--- src/hw/rtl/cls_pkg.sv ---
// shared types and constants for the compacting list store
// no dependencies; imported by every module of the block
`default_nettype none

package cls_pkg;

    localparam int C_CAPACITY   = 16;
    localparam int C_WORD_WIDTH = 32;
    localparam int C_CNT_W      = $clog2(C_CAPACITY + 1);
    localparam int C_IDX_W      = $clog2(C_CAPACITY);

    typedef logic [C_WORD_WIDTH-1:0] t_word;
    typedef logic [C_CNT_W-1:0]      t_count;

    typedef enum logic [2:0] {
        CMD_APPEND       = 3'd0,
        CMD_REMOVE_AT    = 3'd1,
        CMD_REMOVE_ALL   = 3'd2,
        CMD_REMOVE_FIRST = 3'd3,
        CMD_EXISTS       = 3'd4,
        CMD_REPLACE      = 3'd5,
        CMD_READ         = 3'd6,
        CMD_COUNT        = 3'd7
    } t_cmd;

    typedef enum logic [1:0] {
        STS_OK    = 2'd0,
        STS_FULL  = 2'd1,
        STS_RANGE = 2'd2
    } t_status;

    typedef enum logic [1:0] {
        ST_IDLE,
        ST_EVAL,
        ST_SHIFT
    } t_state;

    // per-cycle control broadcast to every cell
    typedef struct packed {
        logic load;       // transaction accepted this cycle
        logic by_value;   // mark entries equal to the value
        logic by_index;   // mark the selected entry
        logic replace;    // overwrite equal entries with the new word
        logic append;     // write the value into the first free cell
        logic shift;      // close the gap at the lowest mark
        logic keep_marks; // marks travel with the shift (remove all)
    } t_cell_ctl;

endpackage

`default_nettype wire

--- src/hw/rtl/cls_cell.sv ---
// one list cell: a stored word, its removal mark and the shift-down path
// depends on cls_pkg
`default_nettype none

module cls_cell (
    input  wire                     i_clk,
    input  wire                     i_rst_n,
    input  wire cls_pkg::t_cell_ctl i_ctl,
    input  wire                     i_valid,
    input  wire                     i_sel,
    input  wire                     i_append_here,
    input  wire cls_pkg::t_word     i_value,
    input  wire cls_pkg::t_word     i_new_value,
    input  wire cls_pkg::t_word     i_up_word,
    input  wire                     i_up_mark,
    input  wire                     i_carry,
    output cls_pkg::t_word          o_word,
    output logic                    o_mark,
    output logic                    o_carry
);
    import cls_pkg::*;

    t_word r_word;
    logic  r_mark;
    logic  w_eq;

    assign w_eq    = (r_word == i_value);
    assign o_carry = i_carry | r_mark;
    assign o_word  = r_word;
    assign o_mark  = r_mark;

    always_ff @(posedge i_clk) begin
        if (i_ctl.load) begin
            if (i_ctl.append && i_append_here) begin
                r_word <= i_value;
            end else if (i_ctl.replace && i_valid && w_eq) begin
                r_word <= i_new_value;
            end
        end else if (i_ctl.shift && o_carry) begin
            r_word <= i_up_word;
        end
    end

    always_ff @(posedge i_clk) begin
        if (!i_rst_n) begin
            r_mark <= 1'b0;
        end else if (i_ctl.load) begin
            r_mark <= i_valid && ((i_ctl.by_value && w_eq) || (i_ctl.by_index && i_sel));
        end else if (i_ctl.shift) begin
            if (!i_ctl.keep_marks) begin
                r_mark <= 1'b0;
            end else if (o_carry) begin
                r_mark <= i_up_mark;
            end
        end
    end

endmodule

`default_nettype wire

--- src/hw/rtl/compacting_list_store.sv ---
// compacting list store: ordered, gap-free list held in a chain of cells
// depends on cls_pkg and cls_cell
// every command except remove all goes from accept through the eval state to the o_done pulse;
//   remove all with m >= 1 matches also passes the shift state (one gap closed per cycle)
// a new transaction is accepted only once the last one has finished;
//   busy drops in the cycle of o_done
// the gap position ripples through the cells as a carry, one removal per cycle
// reset (synchronous, active low) empties the list and clears all marks
`default_nettype none

module compacting_list_store (
    input  wire         i_clk,
    input  wire         i_rst_n,
    input  wire         start,
    output logic        busy,
    input  wire  [2:0]  i_cmd,
    input  wire  [3:0]  i_index,
    input  wire  [31:0] i_value,
    input  wire  [31:0] i_new_value,
    output logic        o_done,
    output logic [1:0]  o_status,
    output logic        o_found,
    output logic [31:0] o_read_word,
    output logic [4:0]  o_entry_count
);
    import cls_pkg::*;

    // control state
    t_state  r_state, n_state;
    t_count  r_count, n_count;
    t_cmd    r_cmd;
    logic    r_by_value;
    logic    r_done, n_done;
    logic    r_found, n_found;
    // result payload captured at accept
    t_status r_status;
    t_word   r_read_word;

    t_cmd      w_cmd;
    t_word     w_value, w_new_value;
    logic      w_accept;
    logic      w_by_value;
    logic      w_is_remove;
    logic      w_shift;
    logic      w_any_mark;
    logic      w_range_ok;
    t_cell_ctl w_ctl;

    // chain wiring; the extra slot at the top feeds the last cell
    logic [C_CAPACITY:0] w_carry;
    t_word               w_word [C_CAPACITY+1];
    logic                w_mark [C_CAPACITY+1];

    assign w_cmd       = t_cmd'(i_cmd);
    assign w_value     = C_WORD_WIDTH'(i_value);
    assign w_new_value = C_WORD_WIDTH'(i_new_value);
    assign w_accept    = start && !busy;
    assign w_by_value  = (w_cmd == CMD_REMOVE_ALL) || (w_cmd == CMD_REMOVE_FIRST)
                      || (w_cmd == CMD_EXISTS) || (w_cmd == CMD_REPLACE);
    assign w_range_ok  = (C_CNT_W'(i_index) < r_count);
    assign w_is_remove = (r_cmd == CMD_REMOVE_AT) || (r_cmd == CMD_REMOVE_ALL)
                      || (r_cmd == CMD_REMOVE_FIRST);
    assign w_any_mark  = w_carry[C_CAPACITY];
    // one gap closes per cycle while a removal still has a marked cell
    assign w_shift     = (r_state != ST_IDLE) && w_is_remove && w_any_mark;

    always_comb begin
        w_ctl.load       = w_accept;
        w_ctl.by_value   = w_by_value;
        w_ctl.by_index   = (w_cmd == CMD_REMOVE_AT);
        w_ctl.replace    = (w_cmd == CMD_REPLACE);
        w_ctl.append     = (w_cmd == CMD_APPEND);
        w_ctl.shift      = w_shift;
        w_ctl.keep_marks = (r_cmd == CMD_REMOVE_ALL);
    end

    assign w_carry[0]         = 1'b0;
    assign w_word[C_CAPACITY] = '0;
    assign w_mark[C_CAPACITY] = 1'b0;

    for (genvar gi = 0; gi < C_CAPACITY; gi++) begin : g_cell
        cls_cell u_cell (
            .i_clk         (i_clk),
            .i_rst_n       (i_rst_n),
            .i_ctl         (w_ctl),
            .i_valid       (C_CNT_W'(gi) < r_count),
            .i_sel         (C_CNT_W'(gi) == C_CNT_W'(i_index)),
            .i_append_here (C_CNT_W'(gi) == r_count),
            .i_value       (w_value),
            .i_new_value   (w_new_value),
            .i_up_word     (w_word[gi+1]),
            .i_up_mark     (w_mark[gi+1]),
            .i_carry       (w_carry[gi]),
            .o_word        (w_word[gi]),
            .o_mark        (w_mark[gi]),
            .o_carry       (w_carry[gi+1])
        );
    end

    // next state, count, match flag and result strobe
    always_comb begin
        n_state = r_state;
        n_count = r_count;
        n_done  = 1'b0;
        n_found = r_found;
        case (r_state)
            ST_IDLE: begin
                if (w_accept) begin
                    n_state = ST_EVAL;
                    if (w_cmd == CMD_APPEND && r_count < C_CNT_W'(C_CAPACITY)) begin
                        n_count = r_count + t_count'(1);
                    end
                end
            end
            ST_EVAL: begin
                // marks were set at accept: any survivor means a match
                n_found = w_any_mark && r_by_value;
                if (w_shift) begin
                    n_count = r_count - t_count'(1);
                end
                if (w_shift && r_cmd == CMD_REMOVE_ALL) begin
                    n_state = ST_SHIFT;
                end else begin
                    n_state = ST_IDLE;
                    n_done  = 1'b1;
                end
            end
            ST_SHIFT: begin
                if (w_shift) begin
                    n_count = r_count - t_count'(1);
                end else begin
                    n_state = ST_IDLE;
                    n_done  = 1'b1;
                end
            end
            default: begin
                n_state = ST_IDLE;
            end
        endcase
    end

    always_ff @(posedge i_clk) begin
        if (!i_rst_n) begin
            r_state <= ST_IDLE;
            r_count <= '0;
            r_done  <= 1'b0;
            r_found <= 1'b0;
        end else begin
            r_state <= n_state;
            r_count <= n_count;
            r_done  <= n_done;
            r_found <= n_found;
        end
    end

    // command and payload captured with the transaction
    always_ff @(posedge i_clk) begin
        if (w_accept) begin
            r_cmd       <= w_cmd;
            r_by_value  <= w_by_value;
            r_status    <= STS_OK;
            r_read_word <= '0;
            case (w_cmd)
                CMD_APPEND: begin
                    if (r_count >= C_CNT_W'(C_CAPACITY)) begin
                        r_status <= STS_FULL;
                    end
                end
                CMD_REMOVE_AT: begin
                    if (!w_range_ok) begin
                        r_status <= STS_RANGE;
                    end
                end
                CMD_READ: begin
                    if (!w_range_ok) begin
                        r_status <= STS_RANGE;
                    end else begin
                        r_read_word <= w_word[C_IDX_W'(i_index)];
                    end
                end
                default: begin
                end
            endcase
        end
    end

    assign busy          = (r_state != ST_IDLE);
    assign o_done        = r_done;
    assign o_status      = r_status;
    assign o_found       = r_found;
    assign o_read_word   = 32'(r_read_word);
    assign o_entry_count = 5'(r_count);

endmodule

`default_nettype wire

--- config.mk ---
export PLATFORM = sky130hd
export DESIGN_NAME = compacting_list_store
export DESIGN_NICKNAME = d
export VERILOG_FILES = /design/src/hw/rtl/cls_pkg.sv /design/src/hw/rtl/cls_cell.sv /design/src/hw/rtl/compacting_list_store.sv
export SDC_FILE = /design/constraint.sdc
export NUM_CORES = 2
export LEC_CHECK = 0
export BUFFER_PORTS_ARGS = -buffer_cell sky130_fd_sc_hd__buf_4
export CORE_AREA = 8 8 332 237
export CTS_BUF_LIST = sky130_fd_sc_hd__clkbuf_2 sky130_fd_sc_hd__clkbuf_4 sky130_fd_sc_hd__clkbuf_8
export CTS_CLUSTER_DIAMETER = 40
export CTS_CLUSTER_SIZE = 20
export DETAILED_ROUTE_END_ITERATION = 8
export DIE_AREA = 0 0 340 245
export MAX_ROUTING_LAYER = met4
export PLACE_DENSITY_LB_ADDON = 0.15
export SYNTH_ARGS = -nofsm -noshare
export SYNTH_HDL_FRONTEND = slang
export SYNTH_SLANG_ARGS = --single-unit
--- constraint.sdc ---
create_clock -name i_clk -period 5.52 [get_ports i_clk]
set_clock_uncertainty 0.05 [all_clocks]
set_input_delay 0.828 -clock i_clk [delete_from_list [all_inputs] [get_ports i_clk]]
set_output_delay 0.828 -clock i_clk [all_outputs]
set_load 0.01 [all_outputs]
Word-level counts from Yosys, hierarchy flattened
Index checks and enable logic that the tools add are counted.

storage, ports and cells
  register bits = 575
  latch bits = 0
  memory bits (writable) = 0
  memory bits (read-only) = 0
  bits of input ports = 74
  output and inout port bits = 42
  logic and storage cells = 514
  memories kept = 0

operators by class
  $add $sub $neg = 2
  multiply operators = 0
  divide/modulo/power cells = 0
  order comparisons = 20
  eq/ne operators = 92
  shift operators = 0
  mux-type cells = 145
  bitwise operators = 16
  reductions and logical operators = 199

operators by type and width
  cell                number
  $mux 32             66
  $eq 32x32->1        16
  $bmux 32 s5         1
  $logic_and 1x1->1   118
  $mux 1              67
  $reduce_and 2->1    33
  $ne 3x1->1 const B  16
  $ne 3x2->1 const B  15
  $eq 4x5->1 const A  8
  $lt 4x5->1 const A  8
  $reduce_bool 2->1   19
  $eq 4x4->1 const A  8
  $logic_or 1x1->1    21
  $eq 3x5->1 const A  4
  $lt 3x5->1 const A  4
  $eq 3x4->1 const A  4
  $mux 5              3
  $or 1x1->1          15
  $eq 3x2->1 const B  4
  $eq 2x5->1 const A  2
  $lt 1x5->1 const A  2
  $lt 2x5->1 const A  2
  $pmux 5 s2          1
  $eq 3x3->1 const B  3
  26 further kinds    34

Logic depth before layout (Yosys ltp)
  word-level depth = 19
  gate-level depth with buffers = 10
  depth with buffers taken out = 8

By module
Synthesis repeated with hierarchy kept, for this count alone.

unflattened totals
  cells, all modules = 3,629
  area, all modules = 38,936.1 µm²

by module, submodules not included
  module                 times used  cells an instance  area an instance (µm²)  sequential area each (µm²)
  cls_cell               16          197                2,049.5                 980.9
  compacting_list_store  1           477                6,144.6                 1,321.3

Worst setup path before layout
OpenSTA, ideal clock, no wires.

  kind = in2reg
  start = input start
  end = register g_cell[10].u_cell.r_word[0], enable pin
  setup time = 598 ps
  arrival time = 4,060 ps
  data required time = 4,872 ps
  path slack = 812 ps
  cell stages on the path = 6
  path through = nand2_1 > buf_2 > inv_1 > clkbuf_1 > clkbuf_1 > a31oi_1

between the ends
  word-level cells in the longest chain between the ends = 3
  elaborated cells between the ends (all ways) = 4
  those cells by class = 1 x eq/ne; 3 x reduce/logical

ends and longest elaborated chain
  item                                                       RTL line                     RTL
  start: declaration                                         compacting_list_store.sv:14  input wire start,
  $logic_and 1x1->1 *                                        compacting_list_store.sv:57  assign w_accept = start && !busy;
  via w_accept                                               compacting_list_store.sv:41  logic w_accept;
  $ne 3x1->1 (no line) or $reduce_bool 2->1 (tied branches)  -
  $reduce_and 2->1 (no line) *                               -
  end signal: assignment                                     cls_cell.sv:35               r_word <= i_value;
  end signal: assignment                                     cls_cell.sv:37               r_word <= i_new_value;
  end signal: assignment                                     cls_cell.sv:40               r_word <= i_up_word;
  end: declaration                                           cls_cell.sv:23               t_word r_word;

The timed path passes the listed nets; every way through them passes the cells marked *.
A chain may end at the register's enable or synchronous reset.

Worst setup path in the final report
  start = register r_state[0]
  end = register g_cell[9].u_cell.r_mark

between the ends
  word-level cells in the longest chain between the ends = 5
  elaborated cells between the ends (all ways) = 9
  those cells by class = 1 x eq/ne; 1 x mux; 7 x reduce/logical

ends and longest elaborated chain
  item                                                       RTL line                                                   RTL
  start: declaration                                         compacting_list_store.sv:29                                t_state r_state, n_state;
  start signal: assignment                                   compacting_list_store.sv:149                               r_state <= n_state;
  $reduce_bool 2->1 *                                        compacting_list_store.sv:65, compacting_list_store.sv:187
  $logic_not 1->1 or $logic_and 1x1->1 (tied branches)       compacting_list_store.sv:57, compacting_list_store.sv:65
  $logic_and 1x1->1, on equally long branches                compacting_list_store.sv:57, compacting_list_store.sv:65
  $ne 3x2->1 (no line) or $reduce_bool 2->1 (tied branches)  -
  $reduce_and 2->1 (no line)                                 -
  end signal: assignment                                     cls_cell.sv:48                                             r_mark <= i_valid && ((i_ctl.by_value && w_eq) || (i_ctl.by_index && i_sel));
  end signal: assignment                                     cls_cell.sv:53                                             r_mark <= i_up_mark;
  end: declaration                                           cls_cell.sv:24                                             logic r_mark;

Mark *: on every way between the ends. The rest lies on a longest branch, timed or not.

==> impl_metrics.csv <==
group,metric,value,unit
route,detail_route.wl_per_cell,33.4,um
yosys,synth.distinct_cells,69,
worst_setup_path,cp.required,6.11,ns
floorplan,initial_utilization,54.1,%
hold_path,hold_path_end,"r_cmd[0]",
sta,holdWs,0.296,ns
global_route,antenna_found_initial,13,
power_and_ir_drop,p_seq_share,44.7,%
power_and_ir_drop,p_switching,4070,uW
cells_and_area,syn_to_final_growth,7.98,%
placed_design,port_buffers,115,
floorplan,rows,84,
clock_tree,cts_resized,0,
global_route,first_global_vias,30100,
clock_tree,clk_transition_reported_paths,0.07,ns
sta,tns,0,ns
floorplan,fp.coreArea,0.0739,mm2
sta,final.period_utilization,70.4,%
cells_and_area,instances_no_fill,4734,
worst_setup_path,crit_path_max_fanout,66,
power_and_ir_drop,peakVddDrop,0.000253,V
floorplan,die_h,245,um
global_route,grt_pass1_wl,223000,um
floorplan,die-area,0.0833,mm2
worst_setup_path,critPathLaunch,"r_state[0]",
clock_tree,cts_setup_buffers,0,
route,drt_iter0_drc,5087,
placed_design,place_hpwl,115000,um
cells_and_area,layout-drive-gt1-share,14.7,%
power_and_ir_drop,swShare,33.1,%
yosys,yosysWarnings,0,
route,viasPerCell,6.80,
clock_tree,tritoncts,"yes",
power_and_ir_drop,p_per_area,284,mW/mm2
yosys,ys_seq_elements,575,
hold_path,holdPathStages,1,
global_route,grt_max_degree,273,
route,first_pass_iters,6,
yosys,synth_top_cell_by_area,"edfxtp_1",
route,route.detailed.drc,0,
sta,final_max_slew_viol_count,0,
worst_setup_path,cp-start-kind,"register",
clock_tree,cts_root_buf,"clkbuf_8",
hold_path,min_path_type,"in2reg",
clock_tree,clk_latency,0.76,ns
route,wirelength,158000,um
hold_path,hp-start,"i_cmd[0]",
sta,tightest_slew,1.21,ns
yosys,synth_ff_type,"edfxtp_1",
clock_tree,clock_path_buffers,3,
run_status,outcome,"finished, final reports clean",
worst_setup_path,r2r_slack,1.63,ns
worst_setup_path,worstPathArrival,4.47,ns
worst_setup_path,r2r-start,"r_state[0]",
yosys,syn_nets,3869,
sta,relSlewSlack,19.2,%
global_route,grt_use_total,37.7,%
cells_and_area,final_nets,3746,
cells_and_area,layout_common_cells,"nand2_1 (574), edfxtp_1 (550), mux2i_1 (482)",
clock_tree,cts_sinks,575,
yosys,synth_top_area_share,41.3,%
clock_tree,cts_hold_buf,0,
floorplan,ios,116,
sta,setup_viol,0,
worst_setup_path,r2r_end,"g_cell[9].u_cell.o_mark",
power_and_ir_drop,clkPwrFrac,34.9,%
yosys,synth_async_sr_flop_share,0,%
yosys,seq_area_frac_synth,42.5,%
worst_setup_path,critical_path.endpoint_type,"register",
power_and_ir_drop,combinationalPowerShare,20.3,%
sta,clock.fmax,257,MHz
clock_tree,htree_levels,3,
global_route,gr-total-overflow,0,
floorplan,die_w,340,um
yosys,synth_edf_count,550,
power_and_ir_drop,internal_power,8220,uW
clock_tree,cts_made_buffers,89,
placed_design,gp_congestion,1.10,
cells_and_area,final_common_cell,"nand2_1",
yosys,netlist_area,0.0400,mm2
job,cap_violations,0,
yosys,synth_cells,3784,
route,postRouteAntennaNets,0,
yosys,avgSynthCellArea,10.6,um2
placed_design,dp_cells,4559,
power_and_ir_drop,power.leakage,0.0167,uW
sta,hold_viol_final,0,
worst_setup_path,reg2regPathDepth,8,
worst_setup_path,crit_type,"reg2reg",
route,dr_total_vias,32200,
sta,min_period,3.89,ns
yosys,synthTopCellsByArea,"edfxtp_1 (41%), mux2i_1 (12%), xnor2_1 (10%)",
sta,rsz0062_at_grt,"false",
cells in the mapped netlist, drive strengths merged, types with 4 or more instances:
master	number
or3	9
or4	6
o211ai	4
mux2i	482
xnor2	470
nor4	43
nand2	587
a221oi	4
a31oi	13
a21o	5
inv	45
o32ai	4
nor3	48
a211oi	47
nand3b	5
mux4	160
buf	176
o21ai	494
a21oi	55
xor2	43
edfxtp	550
dfxtp	25
nor2b	4
nor2	24
o21a	4
nand4	169
ha	11
nand3	19
clkbuf	221
nand2b	6
o31ai	7
cells by family (layout without fill, tap and decap cells):
family	after synthesis	count (layout)	synth area share, %
and+or+nand+nor	939	939	11.0
AOI/OAI and AO/OA	660	660	9.02
muxes	642	642	21.1
DFF	575	575	42.5
xor gates and xnor gates	513	513	11.2
buffers and inverters	444	398	4.85
adders and majority gates	11	11	0.344
other	0	7	0
power groups by stage:
stage                     combinational, uW  clock, uW  sequential (uW)
after floorplan                        1540          0             5470
after global placement                 2370          0             5560
final                                  2500       4290             5490
after detailed placement               2410          0             5570
after global routing                   2600       4480             5510
after CTS                              2420       4300             5480
area by class of cell:
cell class                      count  area [um2]
Fill cell                        6284       30700
Timing Repair Buffer              183        1460
Clock buffer                      101        1330
Antenna cell                        7        17.5
Tap cell                          989        1240
Multi-Input combinational cell   2765       21200
Sequential cell                   575       17000
Inverter                           47         178
Clock inverter                     67         727
state kept, by name, indices dropped and copies added, names as in the netlist:
register and count:
r_cmd 3, o_entry_count 5, o_status 2, o_found 1, g_cell.u_cell.o_word 512, o_read_word 32, g_cell.u_cell.o_mark 16, o_done 1
r_by_value 1, r_state 2
critical path: stages, from the launching register on:
cell,delay [ns]
dfxtp_1,0.38
inv_1,0.09
ha_1,0.31
nand2_4,0.63
clkinv_2,0.33
buf_4,0.38
nor2_1,0.97
a2111oi_0,0.26
a221oi_1,0.32
through the flow:
stage          total power, uW  cell area (um2)  setup slack [ns]  util [%]
2_1_floorplan             7010            40000             0.812         -
3_3_place_gp              7930            41100              1.27      55.7
3_5_place_dp              7990            41100              1.25      55.7
4_1_cts                  12200            43200              1.69      58.4
5_1_grt                  12600            43200              1.45      58.5
6_report                 12300            43200              1.63      58.5
worst max path at each step:
stage,to,slack [ns],cells after the start
6_report,g_cell[9].u_cell.o_mark,1.63,8
3_5_place_dp,g_cell[15].u_cell.o_word[5],1.25,7
2_1_floorplan,g_cell[10].u_cell.o_word[0],0.81,6
4_1_cts,g_cell[14].u_cell.o_word[11],1.69,10
3_3_place_gp,g_cell[15].u_cell.o_word[11],1.27,7
5_1_grt,g_cell[14].u_cell.o_word[4],1.45,10
per-layer routing:
metal  vias up  wire length, um  global-route usage [%]
met4         0             9470                    18.4
met2      2415            67300                    53.6
met5         -                0                       -
met3       403            20800                    10.6
li1      13700                -                       -
met1     15700            60300                    49.4
(Power assumes the default switching activity.)
